File: config.mk
export PLATFORM = sky130hd
export DESIGN_NAME = button_press_blink_controller
export DESIGN_NICKNAME = d
export VERILOG_FILES = /design/src/rtl/bpbc_pkg.sv /design/src/rtl/bpbc_debounce.sv /design/src/rtl/bpbc_blink.sv /design/src/rtl/button_press_blink_controller.sv
export SDC_FILE = /design/constraint.sdc
export NUM_CORES = 1
export LEC_CHECK = 0
export BUFFER_PORTS_ARGS = -buffer_cell sky130_fd_sc_hd__buf_2
export CAP_MARGIN = 20
export CORE_AREA = 8 8 152 154
export DETAILED_ROUTE_END_ITERATION = 10
export DIE_AREA = 0 0 160 162
export PLACE_DENSITY = 0.74
export SLEW_MARGIN = 10
export SYNTH_ARGS = -nofsm -noshare
export SYNTH_HDL_FRONTEND = slang
export SYNTH_HIERARCHICAL = 1
export SYNTH_SLANG_ARGS = --single-unit
File: constraint.sdc
create_clock -name clk_i -period 4.3 [get_ports clk_i]
set_clock_uncertainty 0.05 [all_clocks]
set_input_delay 0.645 -clock clk_i [delete_from_list [all_inputs] [get_ports clk_i]]
set_output_delay 0.645 -clock clk_i [all_outputs]
set_load 0.02 [all_outputs]
File: src/rtl/bpbc_pkg.sv
package bpbc_pkg;

  localparam int CNT_W = 20;  // counter width
  localparam int REG_W = 20;  // config register width
  localparam int EXT_W = (CNT_W > REG_W) ? CNT_W : REG_W;

  localparam logic [REG_W-1:0] DEBOUNCE_RST = REG_W'(30000);
  localparam logic [REG_W-1:0] LONG_RST     = REG_W'(500000);
  localparam logic [REG_W-1:0] SLOW_RST     = REG_W'(1000000);
  localparam logic [REG_W-1:0] FAST_RST     = REG_W'(250000);

  localparam logic [CNT_W-1:0] CNT_MAX = {CNT_W{1'b1}};

  typedef enum logic [1:0] {
    CFG_DEBOUNCE = 2'd0,
    CFG_LONG     = 2'd1,
    CFG_SLOW     = 2'd2,
    CFG_FAST     = 2'd3
  } cfg_idx_e;

  typedef enum logic [1:0] {
    MODE_OFF  = 2'd0,
    MODE_SLOW = 2'd1,
    MODE_FAST = 2'd2
  } mode_e;

  // Debounced press report for one tick.
  typedef struct packed {
    logic event_v;
    logic is_long;
  } press_t;

  // Zero acts as one; values above the counter range clamp to its top.
  function automatic logic [CNT_W-1:0] eff_ticks(input logic [REG_W-1:0] r);
    logic [EXT_W-1:0] v;
    v = EXT_W'(r);
    if (v == '0) begin
      v = EXT_W'(1);
    end
    if (v > EXT_W'(CNT_MAX)) begin
      v = EXT_W'(CNT_MAX);
    end
    return v[CNT_W-1:0];
  endfunction

endpackage

File: src/rtl/bpbc_debounce.sv
module bpbc_debounce (
  input  logic                   clk_i,
  input  logic                   rst_ni,
  input  logic                   accept_i,
  input  logic                   level_i,
  input  logic [bpbc_pkg::CNT_W-1:0] debounce_i,
  input  logic [bpbc_pkg::CNT_W-1:0] long_i,
  output bpbc_pkg::press_t       press_o
);
  import bpbc_pkg::*;

  logic             last_level_q, last_level_d;
  logic [CNT_W-1:0] db_cnt_q, db_cnt_d;
  logic             held_q, held_d;
  logic [CNT_W-1:0] press_cnt_q, press_cnt_d;
  press_t           press;

  always_comb begin
    press       = '0;
    held_d      = held_q;
    db_cnt_d    = db_cnt_q;
    press_cnt_d = press_cnt_q;
    if (held_q && (press_cnt_q < long_i)) begin
      press_cnt_d = press_cnt_q + CNT_W'(1);
    end
    if (db_cnt_q != '0) begin
      db_cnt_d = db_cnt_q - CNT_W'(1);
      if (db_cnt_d == '0) begin
        // sample at expiry
        if (!level_i && !held_q) begin
          held_d      = 1'b1;
          press_cnt_d = '0;
        end else if (level_i && held_q) begin
          press.event_v = 1'b1;
          press.is_long = (press_cnt_d >= long_i);
          held_d        = 1'b0;
        end
      end
    end else if (level_i != last_level_q) begin
      db_cnt_d = debounce_i;
    end
    last_level_d = level_i;
  end

  assign press_o = press;

  always_ff @(posedge clk_i or negedge rst_ni) begin
    if (!rst_ni) begin
      last_level_q <= 1'b1;
      db_cnt_q     <= '0;
      held_q       <= 1'b0;
      press_cnt_q  <= '0;
    end else if (accept_i) begin
      last_level_q <= last_level_d;
      db_cnt_q     <= db_cnt_d;
      held_q       <= held_d;
      press_cnt_q  <= press_cnt_d;
    end
  end

endmodule

File: src/rtl/bpbc_blink.sv
module bpbc_blink (
  input  logic                   clk_i,
  input  logic                   rst_ni,
  input  logic                   accept_i,
  input  bpbc_pkg::press_t       press_i,
  input  logic [bpbc_pkg::CNT_W-1:0] slow_i,
  input  logic [bpbc_pkg::CNT_W-1:0] fast_i,
  output logic                   led_o,
  output bpbc_pkg::mode_e        mode_o
);
  import bpbc_pkg::*;

  logic             app_on_q, app_on_d;
  mode_e            mode_q, mode_d;
  logic [CNT_W-1:0] blink_cnt_q, blink_cnt_d;
  logic             toggle_q, toggle_d;
  logic             pin_q, pin_d;
  logic [CNT_W-1:0] per;
  logic [CNT_W-1:0] nxt;
  logic             blinking;

  always_comb begin
    app_on_d    = app_on_q;
    mode_d      = mode_q;
    blink_cnt_d = blink_cnt_q;
    toggle_d    = toggle_q;
    pin_d       = pin_q;
    per         = slow_i;
    blinking    = 1'b0;
    nxt         = blink_cnt_q + CNT_W'(1);
    unique case (mode_q)
      MODE_SLOW: begin
        per      = slow_i;
        blinking = 1'b1;
      end
      MODE_FAST: begin
        per      = fast_i;
        blinking = 1'b1;
      end
      default: begin
        blinking = 1'b0;
      end
    endcase
    if (blinking) begin
      // wrap of the counter also counts as period end
      if ((nxt >= per) || (nxt == '0)) begin
        blink_cnt_d = '0;
        toggle_d    = ~toggle_q;
        pin_d       = ~toggle_q;
      end else begin
        blink_cnt_d = nxt;
      end
    end
    if (press_i.event_v) begin
      if (press_i.is_long) begin
        mode_d = MODE_FAST;
      end else begin
        app_on_d = ~app_on_q;
        mode_d   = app_on_d ? MODE_SLOW : MODE_OFF;
      end
      blink_cnt_d = '0;
      if (mode_d == MODE_OFF) begin
        pin_d = 1'b0;
      end
    end
  end

  assign led_o  = pin_d;
  assign mode_o = mode_d;

  always_ff @(posedge clk_i or negedge rst_ni) begin
    if (!rst_ni) begin
      app_on_q    <= 1'b0;
      mode_q      <= MODE_OFF;
      blink_cnt_q <= '0;
      toggle_q    <= 1'b0;
      pin_q       <= 1'b0;
    end else if (accept_i) begin
      app_on_q    <= app_on_d;
      mode_q      <= mode_d;
      blink_cnt_q <= blink_cnt_d;
      toggle_q    <= toggle_d;
      pin_q       <= pin_d;
    end
  end

endmodule

File: src/rtl/button_press_blink_controller.sv
// Button debounce / long-press detector driving a blinking LED.
//
// Input stream: one transfer per 1 us tick, s_axis_tdata[0] is the raw
// button level (0 pressed, 1 released). Output stream: exactly one
// result transfer per input transfer, carrying the LED level, the
// press report and the current blink mode after that tick.
//
// Latency: a result is valid on the cycle after its input transfer.
// Throughput: one tick per cycle; all counter updates and compares of
// a tick fit between the state registers and the result register.
// Stall: the result register holds while m_axis_tready is low; a new
// tick is taken in the same cycle the waiting result is taken, so
// s_axis_tready = !m_axis_tvalid || m_axis_tready.
//
// Reset: button seen as released, no debounce running, mode off, LED
// low, config registers at 30000 / 500000 / 1000000 / 250000 ticks.
// Config writes (cfg_we_i, cfg_idx_i, cfg_wdata_i) take effect at the
// next clock edge; write only while the stream is idle.
module button_press_blink_controller (
  input  logic                       clk_i,
  input  logic                       rst_ni,
  // slave side
  input  logic                       s_axis_tvalid,
  output logic                       s_axis_tready,
  input  logic [7:0]                 s_axis_tdata,   // [0] button_level, [7:1] zero
  // master side
  output logic                       m_axis_tvalid,
  input  logic                       m_axis_tready,
  output logic [7:0]                 m_axis_tdata,   // [0] led_level, [1] press_event,
                                                     // [2] press_long, [4:3] blink_mode,
                                                     // [7:5] zero
  // config write port
  input  logic                       cfg_we_i,
  input  logic [1:0]                 cfg_idx_i,
  input  logic [bpbc_pkg::REG_W-1:0] cfg_wdata_i
);
  import bpbc_pkg::*;

  logic [REG_W-1:0] debounce_q, long_q, slow_q, fast_q;
  logic             accept;
  press_t           press;
  logic             led_d;
  mode_e            mode_d;
  logic             out_valid_q;
  logic [7:0]       out_data_q, out_data_d;

  // config registers
  always_ff @(posedge clk_i or negedge rst_ni) begin
    if (!rst_ni) begin
      debounce_q <= DEBOUNCE_RST;
      long_q     <= LONG_RST;
      slow_q     <= SLOW_RST;
      fast_q     <= FAST_RST;
    end else if (cfg_we_i) begin
      unique case (cfg_idx_e'(cfg_idx_i))
        CFG_DEBOUNCE: debounce_q <= cfg_wdata_i;
        CFG_LONG:     long_q     <= cfg_wdata_i;
        CFG_SLOW:     slow_q     <= cfg_wdata_i;
        CFG_FAST:     fast_q     <= cfg_wdata_i;
        default:      debounce_q <= debounce_q;
      endcase
    end
  end

  assign s_axis_tready = !out_valid_q || m_axis_tready;
  assign accept        = s_axis_tvalid && s_axis_tready;

  bpbc_debounce u_debounce (
    .clk_i      (clk_i),
    .rst_ni     (rst_ni),
    .accept_i   (accept),
    .level_i    (s_axis_tdata[0]),
    .debounce_i (eff_ticks(debounce_q)),
    .long_i     (eff_ticks(long_q)),
    .press_o    (press)
  );

  bpbc_blink u_blink (
    .clk_i    (clk_i),
    .rst_ni   (rst_ni),
    .accept_i (accept),
    .press_i  (press),
    .slow_i   (eff_ticks(slow_q)),
    .fast_i   (eff_ticks(fast_q)),
    .led_o    (led_d),
    .mode_o   (mode_d)
  );

  assign out_data_d = {3'b000, mode_d, press.is_long, press.event_v, led_d};

  // result register
  always_ff @(posedge clk_i or negedge rst_ni) begin
    if (!rst_ni) begin
      out_valid_q <= 1'b0;
    end else if (s_axis_tready) begin
      out_valid_q <= s_axis_tvalid;
    end
  end

  always_ff @(posedge clk_i) begin
    if (accept) begin
      out_data_q <= out_data_d;
    end
  end

  assign m_axis_tvalid = out_valid_q;
  assign m_axis_tdata  = out_data_q;

endmodule

## After elaboration in Yosys (flattened, before gate mapping)

Index checks and enable logic that the tools add are counted.

| storage, ports and cells | value |
|---|---|
| flip-flop bits (word level) | 153 |
| memories | 0 |
| output and inout bits | 10 |
| bits in writable memories | 0 |
| memory bits (read-only) | 0 |
| logic and storage cells | 98 |
| bits of input ports | 35 |
| latch bits | 0 |

| cells by class | value |
|---|---|
| divide/modulo/power cells | 0 |
| bitwise operators | 3 |
| mux-type cells | 33 |
| add/subtract/negate cells | 3 |
| multipliers | 0 |
| reduce and logical (&&, ||, !) cells | 31 |
| magnitude comparators | 7 |
| shift-type cells | 0 |
| eq/ne operators | 6 |

Operators with widths:

| kind | number |
|---|---|
| 20-bit 2-to-1 mux | 18 |
| 20-bit logical NOT | 6 |
| 20-bit > comparator, second input constant | 4 |
| 20-bit by 1-bit adder with 20-bit output, second input constant | 2 |
| 20-bit >= comparator | 2 |
| 20-bit less-than comparator | 1 |
| 20-bit nonzero test | 1 |
| 20-bit by 1-bit subtractor with 20-bit output, second input constant | 1 |
| 2-bit 2-to-1 mux | 7 |
| 2-bit AND reduction | 6 |
| 1-bit 2-to-1 mux | 8 |
| 2-bit equality test, second input constant | 3 |
| 3-bit AND reduction | 2 |
| 2-bit nonzero test | 3 |
| 2-bit by 1-bit equality test with 1-bit output, second input constant | 2 |
| 1-bit logical AND | 4 |
| 2-bit logical NOT | 2 |
| 4-bit AND reduction | 1 |
| 1-bit logical NOT | 3 |
| 1-bit NOT | 3 |
| 1-bit logical OR | 2 |
| 2-bit OR reduction | 1 |
| 1-bit inequality test | 1 |

## Depth between registers and ports, before layout

Gate-level depths: netlist of run 1.

| logic depth | value |
|---|---|
| depth after elaboration | 17 |
| mapped depth | 22 |
| depth with buffers taken out | 20 |

## By module

The synthesis of run 1 kept the hierarchy.

By module, submodules not included:

| module | sequential area each (um^2) | area each (um^2) | times used | cells an instance |
|---|---|---|---|---|
| button_press_blink_controller | 2212.1 | 3891.2 | 1 | 290 |
| bpbc_debounce | 1052.3 | 3852.4 | 1 | 473 |
| bpbc_blink | 625.6 | 2436.1 | 1 | 281 |

## Worst setup path after synthesis of run 1

Ideal clock, no wire load.

| path | value |
|---|---|
| kind | reg-to-reg |
| start | register long_q[12] |
| end | register out_data_q[0] (netlist: m_axis_tdata[0]) (data pin) |
| data required time | 4.102 ns |
| stages on the path, launching flop included | 21 |
| clock period less this slack | 4.596 ns |
| setup time | 0.148 ns |
| slack | -0.296 ns |
| buffers on the path | 1 |
| arrival time | 4.397 ns |
| path through | dfrtp_1 -> nor4_1 -> nand4_1 -> o41ai_1 -> nand2b_1 -> a21o_1 -> a211oi_1 -> o21ai_0 -> a21boi_0 -> clkbuf_1 -> mux2_2 -> ha_1 -> a21o_1 -> a21o_1 -> a21oi_1 -> nor3_1 -> o21ai_0 -> a211oi_1 -> nor2_1 -> or2_2 -> mux2i_1 |

RTL lines:

| item | RTL line | RTL |
|---|---|---|
| from (decl) | button_press_blink_controller.sv:39 | `logic [REG_W-1:0] debounce_q, long_q, slow_q, fast_q;` |
| from (signal assigned) | button_press_blink_controller.sv:57 | `CFG_LONG: long_q <= cfg_wdata_i;` |
| to (signal assigned) | button_press_blink_controller.sv:102 | `out_data_q <= out_data_d;` |
| to (decl) | button_press_blink_controller.sv:45 | `logic [7:0] out_data_q, out_data_d;` |

==> results.json, run 1 <==
{
  "status": "finished with violations",
  "violations": "setup timing",
  "clock_latency_ps": 430,
  "synth_cell_types": 70,
  "vdd_drop_max_uv": 286.4,
  "syn_inst": 1044,
  "drive_gt1_frac": 0.2908,
  "setup_tns_ps": -523.4,
  "avgSynthCellArea_um2": 9.751,
  "clock_path_buffers": 2,
  "diodes": 0,
  "die_area_um2": 25920,
  "routed_wl_um": 24390,
  "fmax_ghz": 0.2254,
  "p_per_area_nw_per_um2": 398.0,
  "overflow": 0,
  "tightest_slew_ps": 1030,
  "rows": 53,
  "grt_pass1_vias": 7831,
  "clkTransAtPathRegs_ps": 60,
  "power.total_mw": 4.571,
  "cts_sinks": 153,
  "initial_core_util": 0.4920,
  "crit_chain": "nor4_4, nand4_1, o41ai_2, nand2b_1, a21o_1, a211oi_2, o21ai_2, a21boi_2, buf_4, nand4_1, xnor2_1, ha_1, a21o_1, a211o_1, nor2_1, o211ai_1, o21ai_1, a211oi_2, buf_4, mux2_4",
  "arrival_ps": 4570,
  "synth-seq-area-share": 0.3821,
  "p_leak_nw": 5.302,
  "drc": 0,
  "hp-class": "in -> async",
  "final_cell_mix": "dfrtp_1 (119), nand2_1 (73), buf_4 (73)",
  "fp.dieW_um": 160,
  "routedWlPerCell_um": 18.18,
  "top_usage_layer": "met2",
  "slew_viol_final": 0,
  "synth_edf_count": 5,
  "criticalPathCategory": "reg -> reg",
  "synth-seq-cells": 153,
  "fin_crit_sh": 1.032,
  "io_pins": 45,
  "port_buffers": 34,
  "drt.antenna.violating_nets": 0,
  "regArea_um2": 3890,
  "worst_path_max_delay_cell": "dfrtp_1",
  "area_growth_syn_to_layout_pct": 12.81,
  "cap_violations": 0,
  "grt_start_max_net_pins": 101,
  "multi_input_area_um2": 5710,
  "numCtsBuffers": 17,
  "path_max_fanout": 5,
  "post-route-min-period_ps": 4436,
  "antenna_found_initial": 0,
  "via_per_inst": 5.823,
  "setup_viol": 7,
  "crit_path_end_kind": "flop",
  "setup_slack_ps": -135.6,
  "fp.coreArea_um2": 20690,
  "htreeDepth": 4,
  "use_met3": 0.03543,
  "grtUsageTotal": 0.1916,
  "cts-root-buf": "clkbuf_16",
  "grtUsageMet2": 0.3049,
  "slew_headroom": 0.3129,
  "start_kind": "flop",
  "place_hpwl_um": 17640,
  "pre_cts_ws_ps": -533.4,
  "ctsHoldBuffers": 0,
  "rsz0062_at_grt": "true",
  "num_vias": 7808,
  "die_height_um": 162,
  "cts_tree": "yes",
  "dr.pass1.iters": 5,
  "layout_commonest_cell": "dfrtp_1",
  "drt_iter0_drc": 539,
  "grt_util_met1": 0.2597,
  "hold_viol_final": 0,
  "gp_congestion": 0.8879,
  "cp_slowest_stage_delay_ps": 410,
  "fill_cells": 1804,
  "synth_area_um2": 10180,
  "synth.yosys.warnings": 6,
  "final_nets": 1155,
  "async_flop_share": 0.9673,
  "synth_top_flop_cell": "dfrtp_1",
  "grt_pass1_wl_um": 40280,
  "worst-endpoint-required_ps": 4430
}
final cells by class:
cell class | count | share of cell area
multi-input cells | 731 | 0.4973
flip-flops and latches | 153 | 0.3387
repair buffers | 113 | 0.06930
clock buffers | 22 | 0.04042
well taps | 275 | 0.02996
clock inverters | 10 | 0.01220
inverters | 37 | 0.01209
power by group:
part | switching, mW | total (mW) | internal [mW]
combinational | 0.500 | 1.02 | 0.524
clock | 0.608 | 1.55 | 0.946
sequential | 0.273 | 1.99 | 1.72
Yosys cell counts (14+ instances only):
master	count	area (um2)
nand2_1	73	274.0
inv_1	37	138.9
clkbuf_1	99	371.6
mux2i_1	22	220.2
mux2_2	44	495.5
mux2_4	43	645.6
a21oi_1	52	260.3
dfrtp_1	119	2978
nand3_1	28	140.1
nor2_1	52	195.2
nand4_1	25	156.4
ha_1	67	838.3
nor4_1	26	162.7
dfstp_2	29	762.0
xnor2_1	34	297.8
o21ai_0	51	255.2
nor3_1	17	85.08
a21o_1	21	157.7
or3_1	14	87.58
per-stage QoR:
| stage | utilization | cell area, um2 | hold slack, ps | std cells |
|---|---|---|---|---|
| 6_report | 0.5550 | 11480 | 245.7 | 1341 |
| 5_1_grt | 0.5550 | 11480 | 360.2 | 1341 |
| 4_1_cts | 0.5510 | 11400 | 310.6 | 1338 |
| 3_5_place_dp | 0.5166 | 10690 | 429.5 | 1303 |
| 3_3_place_gp | 0.5166 | 10690 | 425.8 | 1303 |
| 2_1_floorplan | - | 10200 | 299.4 | 1046 |
kinds of logic after synthesis:
kind of cell    synth area share
buf+inv                  0.07104
compound gates            0.1138
mux                       0.1382
other cells            0.0003684
xor+xnor                 0.03528
simple gates              0.1769
flops                     0.3821
fa+ha+maj                0.08235
routing by layer:
| metal | wire (um) | share of wire | vias up |
|---|---|---|---|
| met3 | 1298 | 0.053 | 40 |
| met5 | 0 | 0 | - |
| li1 | - | - | 3718 |
| met4 | 402 | 0.016 | 0 |
| met1 | 11380 | 0.47 | 3846 |
| met2 | 11300 | 0.46 | 204 |
final timing paths:
kind	start	end	slack [ps]	depth (start not counted)
setup / recovery	long_q[7]	m_axis_tdata[4]	-140	20
hold / removal	rst_ni	u_blink/blink_cnt_q[9]	250	1
setup reg to reg	long_q[7]	m_axis_tdata[4]	-140	20
hold reg to reg	u_blink/toggle_q	u_blink/toggle_q	450	1
max in group asynchronous	rst_ni	debounce_q[14]	2960	2
min in group clk_i	s_axis_tvalid	m_axis_tvalid	370	2
critical path, delay by kind of cell (launching register included):
kind	cells	cell delay (ps)
compound gates	10	1960
simple gates	5	730
flops	1	410
buf+inv	2	320
fa+ha+maj	1	260
mux	1	250
xor+xnor	1	210
sequential cells by signal (all words and copies together), names as in the netlist:
signal                   cells
debounce_q                  20
fast_q                      20
long_q                      20
m_axis_tdata                 5
m_axis_tvalid                1
slow_q                      20
u_blink/app_on_q             1
u_blink/blink_cnt_q         20
u_blink/mode_q               2
u_blink/pin_q                1
u_blink/toggle_q             1
u_debounce/db_cnt_q         20
u_debounce/held_q            1
u_debounce/last_level_q      1
u_debounce/press_cnt_q      20
timing repair:
action	in CTS	in global routing
gates cloned	0	0
endpoints found under the setup margin	8	8
pin swaps	27	16
gates resized for setup	17	13
buffers inserted	4	2
Note: power is estimated with default switching activity, not from simulation.
==> run 2: changes to the inputs <==
CORE_AREA = 8 8 149 151   (was 8 8 152 154)
DIE_AREA = 0 0 157 159   (was 0 0 160 162)
SYNTH_HIERARCHICAL = unset   (was 1)
==> run 2 against run 1 <==
  * The flow still finishes with violations (setup timing)
  * Non-clock buffer count increased by 41
  * Maximum frequency increased by 2.3%
  * Combinational power increased by 46%
  * Utilization increased by 4.1 points
  * Sequential share of layout area decreased by 0.99 points
  * Die area decreased by 3.7%
  * Flip-flop and latch count unchanged
  * Wire length increased by 6.7%
  * Synthesized cell count decreased by 5.8%
  * Via count increased by 5.1%
  * Register-to-register slack improved by 100 ps
  * Critical endpoint is now m_axis_tdata[3]
  * Largest cell class unchanged
==> results.json, run 2 <==
{
  "hp-class": "in -> async",
  "htreeDepth": 4,
  "fmax_ghz": 0.2306,
  "clock_path_buffers": 2,
  "synth.yosys.warnings": 0,
  "synth-seq-cells": 153,
  "routedWlPerCell_um": 18.75,
  "gp_congestion": 0.8750,
  "slew_viol_final": 0,
  "stdcell_count": 1387,
  "status": "finished with violations",
  "p_int_mw": 3.289,
  "pwr-share-clk": 0.300,
  "top_usage_layer": "met2",
  "area_growth_syn_to_layout_pct": 21.33,
  "num_vias": 8207,
  "fp.dieW_um": 157,
  "synth_edf_count": 5,
  "antenna_found_initial": 0,
  "synth-simple-area-share": 0.1736,
  "die_height_um": 159,
  "grt_pass1_wl_um": 41930,
  "setup_viol": 1,
  "drt_iter0_drc": 593,
  "drt.antenna.violating_nets": 0,
  "cts-root-buf": "clkbuf_16",
  "fp.coreArea_um2": 19840,
  "synth_area_leaders": "dfrtp_1 (31%), mux2_2 (9.6%), ha_1 (8.3%)",
  "die_area_um2": 24960,
  "synth-compound-area-share": 0.1437,
  "yosysMostFrequentCell": "dfrtp_1",
  "crit_path_end_kind": "flop",
  "worst_path_max_delay_cell": "dfstp_2",
  "r2r_cells": 19,
  "arrival_ps": 4480,
  "synth-seq-area-share": 0.3990,
  "fin_crit_sh": 1.008,
  "synth_cell_types": 79,
  "path_max_fanout": 6,
  "utilization": 0.5961,
  "io_pins": 45,
  "synth_top_flop_cell": "dfrtp_1",
  "ctsHoldBuffers": 0,
  "r2r_slack_ps": -40,
  "async_flop_share": 0.9673,
  "grtUsageTotal": 0.2105,
  "numCtsBuffers": 17,
  "post-route-min-period_ps": 4336,
  "setup_tns_ps": -35.72,
  "ys_top_cells_by_count": "dfrtp_1 (119), mux2_2 (83), nand2_1 (77)",
  "p_seq_frac": 0.405,
  "crit_chain": "inv_2, ha_4, a21oi_2, a21boi_2, a2111oi_4, buf_4, o21ai_4, nor4bb_1, buf_4, nand3_1, xnor2_1, ha_1, nand4_1, nor3b_2, nand4_1, nor3_2, o22ai_2, nor2b_4, mux2_4",
  "dr.pass1.iters": 5,
  "grt_pass1_vias": 8131,
  "synth_area_um2": 9749,
  "grtUsageMet2": 0.3389,
  "slew_headroom": 0.2753,
  "vdd_drop_max_uv": 340.8,
  "dp.cells": 1334,
  "cts_sinks": 153,
  "grt_util_met1": 0.2780,
  "hold_viol_final": 0,
  "rsz0062_at_grt": "true",
  "combPwrFrac": 0.296,
  "cts_tree": "yes",
  "worst-endpoint-required_ps": 4440,
  "final_nets": 1204,
  "tightest_slew_ps": 1084,
  "switching_power_mw": 1.753,
  "switching_share": 0.3477,
  "synth_mux_area_frac": 0.1164,
  "use_met3": 0.03447,
  "clock_latency_ps": 450,
  "rows": 52,
  "synth_xor_area_frac": 0.04132,
  "syn_inst": 983,
  "p_per_area_nw_per_um2": 426.3,
  "criticalPathCategory": "reg -> reg",
  "design_area_um2": 11830,
  "routed_wl_um": 26010,
  "clkTransAtPathRegs_ps": 70,
  "cap_violations": 0,
  "via_per_inst": 5.917,
  "synth_fa_ha_area_frac": 0.08342,
  "drc": 0,
  "setup_slack_ps": -35.72,
  "reg2reg_to": "m_axis_tdata[3]",
  "avgSynthCellArea_um2": 9.918,
  "start_kind": "flop",
  "port_buffers": 34,
  "place_hpwl_um": 18220,
  "cp_slowest_stage_delay_ps": 540,
  "initial_core_util": 0.4913,
  "grt_start_max_net_pins": 79,
  "violations": "setup timing",
  "diodes": 0,
  "drive_gt1_frac": 0.3357,
  "worst_hold_slack_ps": 192.9,
  "synth_top_family_by_area": "simple AND/OR/NAND/NOR gates",
  "final_cell_mix": "dfrtp_1 (119), buf_4 (119), mux2_2 (81)",
  "rr_startpoint": "long_q[18]",
  "p_leak_nw": 5.111,
  "synth_top_area_cell": "dfrtp_1",
  "overflow": 0,
  "post_dp_cell_area_um2": 10760,
  "yosys.area.top_type_share": 0.3054
}
[run 2: cell count changes in the layout (fill, tap and decap cells not counted), moves of 11 or more]
cell	before	now
mux2_4	45	2
o21ai_0	45	58
mux2_2	42	81
a31oi_1	1	12
buf_4	73	119
[run 2: power by group through the flow]
stage | clock network, mW | logic, mW | registers (mW)
after floorplan | 0 | 0.904 | 1.94
final | 1.51 | 1.49 | 2.04
after global routing | 1.58 | 1.64 | 2.08
after detailed placement | 0 | 1.30 | 2.04
after global placement | 0 | 1.25 | 2.03
after CTS | 1.52 | 1.37 | 2.02
[run 2: how the worst max path moves through the flow]
stage               startpoint               to  slack, ps  cells after the start
floorplan           long_q[18]  m_axis_tdata[3]         40                     16
global placement    long_q[13]  m_axis_tdata[3]       -230                     20
detailed placement  long_q[15]  m_axis_tdata[0]       -410                     20
CTS                 long_q[13]  m_axis_tdata[0]        -20                     20
global route        long_q[18]  m_axis_tdata[3]       -150                     20
finish              long_q[18]  m_axis_tdata[3]        -40                     19
[run 2: timing repair]
item,4_1_cts,5_1_grt
pin swaps,16,17
resized for setup,31,30
setup buffers,15,6
endpoints found under the setup margin,8,9
[run 2: per-stage QoR]
| stage | setup slack [ps] | total power [mW] |
|---|---|---|
| 3_5_place_dp | -407.1 | 3.338 |
| 2_1_floorplan | 38.00 | 2.843 |
| 3_3_place_gp | -233.4 | 3.276 |
| 6_report | -35.72 | 5.042 |
| 4_1_cts | -19.69 | 4.915 |
| 5_1_grt | -149.9 | 5.301 |
[run 2: cells by family (layout without fill, tap and decap cells)]
| family | count (synthesis) | in the layout |
|---|---|---|
| xor gates and xnor gates | 46 | 46 |
| AOI/OAI and AO/OA | 221 | 221 |
| buffers and inverters | 88 | 220 |
| and+or+nand+nor | 306 | 306 |
| DFF | 153 | 153 |
| muxes | 103 | 103 |
| adders and majority gates | 65 | 65 |
| other | 1 | 3 |
[run 2: worst max-delay path: cells and delay by family, from the launching register on]
kind / cells / cell delay [ps]
AND/OR/NAND/NOR: 7 / 1360
buffers and inverters: 3 / 450
multiplexers: 1 / 250
flip-flops: 1 / 540
XOR/XNOR: 1 / 160
adder cells (fa/ha/maj): 2 / 540
AO/OA/AOI/OAI: 5 / 720
[run 2: per-layer routing]
layer,vias to the layer above,routed length [um]
li1,3868,-
met1,4031,11640
met2,245,12400
met3,63,1136
met4,0,825
met5,-,0
[run 2: cell type report]
| class | instances | area (um2) |
|---|---|---|
| inverters | 34 | 127.6 |
| multi-input cells | 744 | 5802 |
| clock inverters | 15 | 156.4 |
| repair buffers | 154 | 1090 |
| well taps | 270 | 337.8 |
| clock buffers | 17 | 425.4 |
| fillers | 1607 | 8015 |
| flip-flops and latches | 153 | 3890 |
